<file path="config.mk">
export PLATFORM = sky130hd
export DESIGN_NAME = tag_reader_frame_parser_top
export DESIGN_NICKNAME = d
export VERILOG_FILES = /design/src/design/trfp_pkg.sv /design/src/design/tag_reader_frame_parser_top.sv /design/src/design/trfp_front.sv /design/src/design/trfp_queue.sv /design/src/design/trfp_back.sv
export SDC_FILE = /design/constraint.sdc
export NUM_CORES = 1
export LEC_CHECK = 0
export ABC_CLOCK_PERIOD_IN_PS = 11500
export BUFFER_PORTS_ARGS = -buffer_cell sky130_fd_sc_hd__buf_2
export CAP_MARGIN = 20
export CORE_MARGIN = 8
export CORE_UTILIZATION = 29
export DETAILED_ROUTE_END_ITERATION = 8
export GPL_ROUTABILITY_DRIVEN = 0
export PLACE_DENSITY = 0.43
export SETUP_SLACK_MARGIN = 0.05
export SKIP_LAST_GASP = 1
export SLEW_MARGIN = 25
export SYNTH_ARGS = -nofsm -noshare
export SYNTH_HDL_FRONTEND = slang
export SYNTH_SLANG_ARGS = --single-unit
</file>
<file path="constraint.sdc">
create_clock -name aclk -period 11.5 [get_ports aclk]
set_input_delay 0.575 -clock aclk [delete_from_list [all_inputs] [get_ports aclk]]
set_output_delay 0.575 -clock aclk [all_outputs]
set_load 0.01 [all_outputs]
</file>
<file path="src/design/trfp_pkg.sv">
// shared types and constants for the tag reader frame parser
// no dependencies
package trfp_pkg;

    localparam logic [7:0] HDR_BYTE  = 8'h7F;
    localparam logic [7:0] MIN_LEN   = 8'd2;
    localparam logic [7:0] CMD_CARD  = 8'h10;
    localparam logic [7:0] CMD_BLOCK = 8'h14;
    localparam logic [7:0] BLOCK_LEN = 8'h19;

    // frame bytes kept for decoding: command up to end of the data block
    localparam int STORE_LO = 2;
    localparam int STORE_HI = 25;

    // token opcodes passed from front to back
    localparam logic [1:0] OP_LEN  = 2'd0;
    localparam logic [1:0] OP_BODY = 2'd1;
    localparam logic [1:0] OP_LAST = 2'd2;

    // result kinds
    localparam logic [2:0] KIND_BAD_SUM   = 3'd0;
    localparam logic [2:0] KIND_CARD      = 3'd1;
    localparam logic [2:0] KIND_BLOCK_OK  = 3'd2;
    localparam logic [2:0] KIND_BLOCK_ERR = 3'd3;
    localparam logic [2:0] KIND_OTHER     = 3'd4;

    localparam int Q_DEPTH = 4;
    localparam int Q_AW    = 2;

    typedef struct packed {
        logic [1:0] op;
        logic [7:0] idx;
        logic [7:0] data;
    } token_t;

    typedef struct packed {
        logic [2:0]  frame_kind;
        logic [7:0]  command_code;
        logic [15:0] card_type;
        logic [31:0] card_id;
        logic [63:0] block_first_half;
        logic [63:0] block_second_half;
    } result_t;

endpackage

</file>
<file path="src/design/tag_reader_frame_parser_top.sv">
// tag reader frame parser, top level
// depends on trfp_pkg, trfp_front, trfp_queue, trfp_back
//
// Input stream: one received link byte per transfer on s_tdata.
// The parser hunts for a 0x7F header, takes a length byte (2 to MAX_LENGTH)
// and then that many frame bytes; inside a frame every other 0x7F is dropped.
// Output stream: one transfer per completed frame. m_tuser carries the
// frame kind, m_tdata the command byte and the card or block fields, with
// fields that do not apply to the kind driven to zero.
// Throughput: one input byte per cycle while the queue has room. The front end
// classifies each byte in the cycle it is accepted; the back end retires one queued
// token a cycle unless a last token waits for the output. m_tvalid rises once the
// last frame byte has passed the queue and the result is registered as it pops.
// Reset: parser returns to header hunt and the kept frame bytes read as zero.
// Receiver stall: the result is held on m_tdata/m_tuser; the back end keeps
// taking the next frame until its last token, which waits at the head of the
// four-entry queue; once the queue is full s_tready drops.
module tag_reader_frame_parser_top #(
    parameter int MAX_LENGTH = 126
) (
    input  logic         aclk,
    input  logic         aresetn,
    input  logic         s_tvalid,
    output logic         s_tready,
    input  logic [7:0]   s_tdata,   // [7:0] rx_byte
    output logic         m_tvalid,
    input  logic         m_tready,
    output logic [183:0] m_tdata,   // [7:0] command_code, [23:8] card_type,
                                    // [55:24] card_id, [119:56] block_first_half,
                                    // [183:120] block_second_half
    output logic [2:0]   m_tuser    // [2:0] frame_kind
);
    import trfp_pkg::*;

    logic    q_full, q_empty, q_push, q_pop;
    token_t  push_token, head_token;
    result_t result;

    trfp_front #(
        .MAX_LENGTH(MAX_LENGTH)
    ) u_front (
        .aclk     (aclk),
        .aresetn  (aresetn),
        .in_valid (s_tvalid),
        .in_byte  (s_tdata),
        .in_ready (s_tready),
        .q_full   (q_full),
        .q_push   (q_push),
        .q_token  (push_token)
    );

    trfp_queue u_queue (
        .aclk       (aclk),
        .aresetn    (aresetn),
        .push       (q_push),
        .push_token (push_token),
        .pop        (q_pop),
        .head_token (head_token),
        .full       (q_full),
        .empty      (q_empty)
    );

    trfp_back u_back (
        .aclk       (aclk),
        .aresetn    (aresetn),
        .head_token (head_token),
        .q_empty    (q_empty),
        .q_pop      (q_pop),
        .out_valid  (m_tvalid),
        .out_ready  (m_tready),
        .out_result (result)
    );

    assign m_tuser = result.frame_kind;
    assign m_tdata = {result.block_second_half, result.block_first_half,
                      result.card_id, result.card_type, result.command_code};

endmodule

</file>
<file path="src/design/trfp_front.sv">
// front end: header hunt, length check, escape toggle and frame indexing
// depends on trfp_pkg
module trfp_front #(
    parameter int MAX_LENGTH = 126
) (
    input  logic            aclk,
    input  logic            aresetn,
    input  logic            in_valid,
    input  logic [7:0]      in_byte,
    output logic            in_ready,
    input  logic            q_full,
    output logic            q_push,
    output trfp_pkg::token_t q_token
);
    import trfp_pkg::*;

    localparam logic [1:0] PH_HUNT = 2'd0;
    localparam logic [1:0] PH_LEN  = 2'd1;
    localparam logic [1:0] PH_BODY = 2'd2;
    localparam logic [7:0] MAX_LEN_B = 8'(MAX_LENGTH);

    logic [1:0] phase_reg, phase_next;
    logic       toggle_reg, toggle_next;
    logic [7:0] idx_reg, idx_next;
    logic [7:0] len_reg, len_next;
    logic       accept;

    assign in_ready = !q_full;
    assign accept   = in_valid && in_ready;

    always_comb begin
        phase_next  = phase_reg;
        toggle_next = toggle_reg;
        idx_next    = idx_reg;
        len_next    = len_reg;
        q_push      = 1'b0;
        q_token     = '{op: OP_BODY, idx: idx_reg, data: in_byte};
        if (accept) begin
            case (phase_reg)
                PH_LEN: begin
                    if (in_byte >= MIN_LEN && in_byte <= MAX_LEN_B) begin
                        len_next    = in_byte;
                        idx_next    = 8'd2;
                        toggle_next = 1'b0;
                        phase_next  = PH_BODY;
                        q_push      = 1'b1;
                        q_token.op  = OP_LEN;
                    end else begin
                        phase_next = PH_HUNT;
                    end
                end
                PH_BODY: begin
                    if (in_byte == HDR_BYTE && !toggle_reg) begin
                        // first of an escaped pair is dropped
                        toggle_next = 1'b1;
                    end else begin
                        if (in_byte == HDR_BYTE) begin
                            toggle_next = 1'b0;
                        end
                        q_push   = 1'b1;
                        idx_next = idx_reg + 8'd1;
                        if (idx_reg == len_reg + 8'd1) begin
                            q_token.op = OP_LAST;
                            phase_next = PH_HUNT;
                        end
                    end
                end
                default: begin
                    phase_next = (in_byte == HDR_BYTE) ? PH_LEN : PH_HUNT;
                end
            endcase
        end
    end

    always_ff @(posedge aclk) begin
        if (!aresetn) begin
            phase_reg  <= PH_HUNT;
            toggle_reg <= 1'b0;
            idx_reg    <= 8'd0;
            len_reg    <= 8'd0;
        end else begin
            phase_reg  <= phase_next;
            toggle_reg <= toggle_next;
            idx_reg    <= idx_next;
            len_reg    <= len_next;
        end
    end

endmodule

</file>
<file path="src/design/trfp_queue.sv">
// short token queue between the front and back ends
// depends on trfp_pkg
module trfp_queue (
    input  logic             aclk,
    input  logic             aresetn,
    input  logic             push,
    input  trfp_pkg::token_t push_token,
    input  logic             pop,
    output trfp_pkg::token_t head_token,
    output logic             full,
    output logic             empty
);
    import trfp_pkg::*;

    token_t          entry_reg [Q_DEPTH];
    logic [Q_AW-1:0] wr_ptr_reg, rd_ptr_reg;
    logic [Q_AW:0]   count_reg, count_next;

    assign full       = (count_reg == (Q_AW+1)'(Q_DEPTH));
    assign empty      = (count_reg == '0);
    assign head_token = entry_reg[rd_ptr_reg];

    always_comb begin
        count_next = count_reg;
        if (push && !pop) begin
            count_next = count_reg + 1'b1;
        end else if (pop && !push) begin
            count_next = count_reg - 1'b1;
        end
    end

    always_ff @(posedge aclk) begin
        if (push) begin
            entry_reg[wr_ptr_reg] <= push_token;
        end
    end

    always_ff @(posedge aclk) begin
        if (!aresetn) begin
            wr_ptr_reg <= '0;
            rd_ptr_reg <= '0;
            count_reg  <= '0;
        end else begin
            if (push) begin
                wr_ptr_reg <= wr_ptr_reg + 1'b1;
            end
            if (pop) begin
                rd_ptr_reg <= rd_ptr_reg + 1'b1;
            end
            count_reg <= count_next;
        end
    end

endmodule

</file>
<file path="src/design/trfp_back.sv">
// back end: frame byte store, running checksum, decode and output register
// depends on trfp_pkg
module trfp_back (
    input  logic              aclk,
    input  logic              aresetn,
    input  trfp_pkg::token_t  head_token,
    input  logic              q_empty,
    output logic              q_pop,
    output logic              out_valid,
    input  logic              out_ready,
    output trfp_pkg::result_t out_result
);
    import trfp_pkg::*;

    logic [7:0] store_reg [STORE_LO:STORE_HI];
    logic [7:0] view      [STORE_LO:STORE_HI];
    logic [7:0] len_reg;
    logic [7:0] xor_reg;
    logic       out_valid_reg;
    result_t    result_reg, result_next;
    logic       out_free;
    logic       is_write;
    logic       is_last;

    assign out_free  = !out_valid_reg || out_ready;
    assign is_last   = head_token.op == OP_LAST;
    assign q_pop     = !q_empty && (!is_last || out_free);
    assign is_write  = q_pop && (head_token.op == OP_BODY || is_last);
    assign out_valid = out_valid_reg;
    assign out_result = result_reg;

    // store as it stands once the head byte is written
    always_comb begin
        for (int k = STORE_LO; k <= STORE_HI; k++) begin
            view[k] = (is_write && head_token.idx == 8'(k)) ? head_token.data : store_reg[k];
        end
    end

    always_comb begin
        result_next              = '0;
        result_next.command_code = view[2];
        if (xor_reg != head_token.data) begin
            result_next.frame_kind = KIND_BAD_SUM;
        end else if (view[2] == CMD_CARD) begin
            result_next.frame_kind = KIND_CARD;
            result_next.card_type  = {view[4], view[5]};
            result_next.card_id    = {view[6], view[7], view[8], view[9]};
        end else if (view[2] == CMD_BLOCK) begin
            if (len_reg == BLOCK_LEN) begin
                result_next.frame_kind        = KIND_BLOCK_OK;
                result_next.block_first_half  = {view[10], view[11], view[12], view[13],
                                                 view[14], view[15], view[16], view[17]};
                result_next.block_second_half = {view[18], view[19], view[20], view[21],
                                                 view[22], view[23], view[24], view[25]};
            end else begin
                result_next.frame_kind = KIND_BLOCK_ERR;
            end
        end else begin
            result_next.frame_kind = KIND_OTHER;
        end
    end

    always_ff @(posedge aclk) begin
        if (!aresetn) begin
            for (int k = STORE_LO; k <= STORE_HI; k++) begin
                store_reg[k] <= 8'd0;
            end
            len_reg       <= 8'd0;
            xor_reg       <= 8'd0;
            out_valid_reg <= 1'b0;
        end else begin
            for (int k = STORE_LO; k <= STORE_HI; k++) begin
                store_reg[k] <= view[k];
            end
            if (q_pop) begin
                case (head_token.op)
                    OP_LEN: begin
                        len_reg <= head_token.data;
                        xor_reg <= head_token.data;
                    end
                    OP_BODY: begin
                        xor_reg <= xor_reg ^ head_token.data;
                    end
                    default: begin
                    end
                endcase
            end
            if (q_pop && is_last) begin
                out_valid_reg <= 1'b1;
            end else if (out_ready) begin
                out_valid_reg <= 1'b0;
            end
        end
    end

    always_ff @(posedge aclk) begin
        if (q_pop && is_last) begin
            result_reg <= result_next;
        end
    end

endmodule

</file>
==> key figures <==
Layout
  – Syn-to-layout area delta: 18.9%
  – Cell Count, Final, Fillers Out: 2549
  – Area of the multi-input gates: 6460 um2
  – Fin area: 22900 um2
  – # nets final: 1666
  – Register area: 12400 um2
  – Number of flip-flops in the largest register: 187
  – Share of cells above drive strength 1: 22.4%
  – Diode count: 0
  – Filler instances: 6404

Placed design
  – Number of I/O port buffers: 200
  – Post-DP Area: 21100 um2
  – Final HPWL DP: 32.1 mm
  – DP Cell Count: 2450

Synth
  – Ys flop type: edfxtp_1
  – Adder-Cell Fraction of Synth Area: 0.884%
  – Post-synthesis xor/xnor area fraction: 1.18%
  – Synthesized flop and latch total: 488
  – Synth Warn #: 0
  – Sequential area share after synthesis: 64.2%
  – Synth Area per Inst: 13.1 um2
  – Largest family of logic cells by synthesized area: simple AND/OR/NAND/NOR gates
  – Post-Syn Nets: 1494
  – Synth Area in Simple Gates: 17.0%
  – Distinct cell type count after synthesis: 63
  – Complex-gate fraction of the synthesized area: 2.54%
  – Post-synthesis mux area share: 11.7%
  – FFs w/ async S/R, synth: 0%
  – Mapped Area: 19300 um2
  – Mapped Cells: 1469
  – Number of synthesized flops with an enable pin: 259

STA
  – RSZ-0062 raised after global routing: false
  – Fin. max-slew vios: 0
  – Final period utilization: 44.6%
  – Setup TNS: 0 ns
  – Worst-Margin Slew: 1.05 ns
  – Final hold violations: 0
  – Rel. slew slack: 29.8%
  – Setup violators final: 0
  – Final min period: 5.12 ns
  – Setup Skew: 0.0224 ns
  – Fmax achieved: 195 MHz

Setup path
  – Crit-path max FO: 66
  – Crit Path Class: reg -> reg
  – Crit end category: flop
  – CP Launch Type: flop
  – Critical Path RT: 11.80 ns
  – Crit path arrival time: 5.42 ns

Route
  – Drt via density: 4.56
  – Via count: 11636
  – Final WL: 52.4 mm
  – DR iter-0 viols: 572
  – Drt pass-1 iters: 4
  – ANT nets after route: 0
  – DR DRC count: 0
  – DR WL/cell: 20.6 um

Global routing
  – Total track usage: 13.5%
  – Vias in the first global route: 11897
  – Grt ovf: 0
  – Largest net degree at the start of global routing: 109
  – Initial antenna violation count: 0
  – Global-route wire length before repair: 78.1 mm

Clock tree
  – H-tree Lvls: 2
  – Post-CTS Hold Fix Bufs: 0
  – Setup repair bufs after CTS: 0
  – CTS Sinks: 488
  – Number of CTS-inserted buffers: 53
  – CTS Buffer Depth: 3
  – Clk slew on worst S/H paths: 0.06 ns
  – Skew-Pair Late Insertion Delay: 0.59 ns
  – CTS tree: yes
  – Cts repair resizes: 0
  – Clock root buffer: clkbuf_16

Pwr
  – PwrDens: 231 nW/um2
  – Worst vdd ir: 0.144 mV
  – Overall Power: 5290 uW
  – Leak pwr: 0.00771 uW

Die
  – Initial Util: 29.3%
  – Ports: 201
  – Die footprint: 74900 um2
  – Die width: 274 um
  – Row count: 94
  – Die height: 274 um
  – CORE AREA: 65700 um2

Status
  – Status: finished, final reports clean

Min path
  – Worst hold path type: in -> reg

Job
  – Max-cap viol count: 0
==> worst max-delay path, cell delays in order (launching register included) <==
cell	delay, ns
dfxtp_1	0.85
mux4_2	0.38
inv_1	0.07
ha_1	0.21
and3b_1	0.20
or4b_4	0.58
nor2_1	0.19
a21boi_0	0.20
o21ai_4	0.58
buf_4	0.57
buf_4	0.75
nor3_1	0.16
==> cell usage in the layout, fill, tap and decap left out, types with 16 or more instances in the layout <==
cell type  Yosys  layout
and2_1        30      27
buf_2         24     199
buf_4          1      17
clkbuf_16      0      53
dfxtp_1      229     229
edfxtp_1     259     259
inv_1         16      16
mux2i_1      186     186
nand2_1       36      36
nand3_1       26      26
nor2_1        63      62
nor2b_1      191     191
nor3_1       111     111
nor3_2        22      22
xnor2_1       16      16
==> logic make-up (layout without fill, tap and decap cells) <==
family | count (synthesis) | after routing
mux | 207 | 207
simple gates | 546 | 546
fa+ha+maj | 13 | 13
xor+xnor | 26 | 26
flops | 488 | 488
compound gates | 72 | 72
buf+inv | 117 | 333
==> worst paths after layout <==
kind	start	endpoint	slack, ns	cells after the start
worst min-delay path	s_tdata[5]	u_queue.entry_reg[0][5]	0.27	1
worst max register to register	flop	u_back.out_result[42]	6.38	11
worst min register to register	u_back.len_reg[4]	u_back.len_reg[4]	0.47	2
worst max-delay path	flop	u_back.out_result[42]	6.38	11
==> per-stage QoR <==
step	setup WS, ns	util (%)	hold slack [ns]
floorplan	4.63	-	0.439
global placement	6.35	32.1	0.452
detailed placement	6.22	32.1	0.460
CTS	6.23	34.8	0.240
global route	5.98	34.8	0.254
finish	6.38	34.8	0.270
==> power breakdown <==
group	switching, uW	internal (uW)
clock	703	1040
sequential	140	2230
combinational	826	347
==> per-layer routing <==
layer  part of all wire (%)  vias up  GRT usage, %
met5                      0        -             0
met4                    1.8        0          3.05
met3                    4.2       64          2.66
met2                     48      189          22.6
met1                     46     5794          18.1
li1                       -     5589             -
==> cell type report <==
class / count / area share, %
Inverter: 16 / 0.262
Multi-Input combinational cell: 864 / 28.2
Tap cell: 864 / 4.72
Clock buffer: 72 / 6.50
Clock inverter: 27 / 1.31
Sequential cell: 488 / 54.0
Timing Repair Buffer: 218 / 5.01
==> Yosys cell counts, types with 22 or more instances <==
cell	count	area [um2]
and2_1	30	188
nor3_1	111	556
nor2b_1	191	1190
nor3_2	22	220
nand2_1	36	135
dfxtp_1	229	4580
nor2_1	63	236
mux2i_1	186	1860
clkbuf_1	69	259
buf_2	24	120
nand3_1	26	130
edfxtp_1	259	7780
No activity file was read; power rests on OpenSTA's default activity.
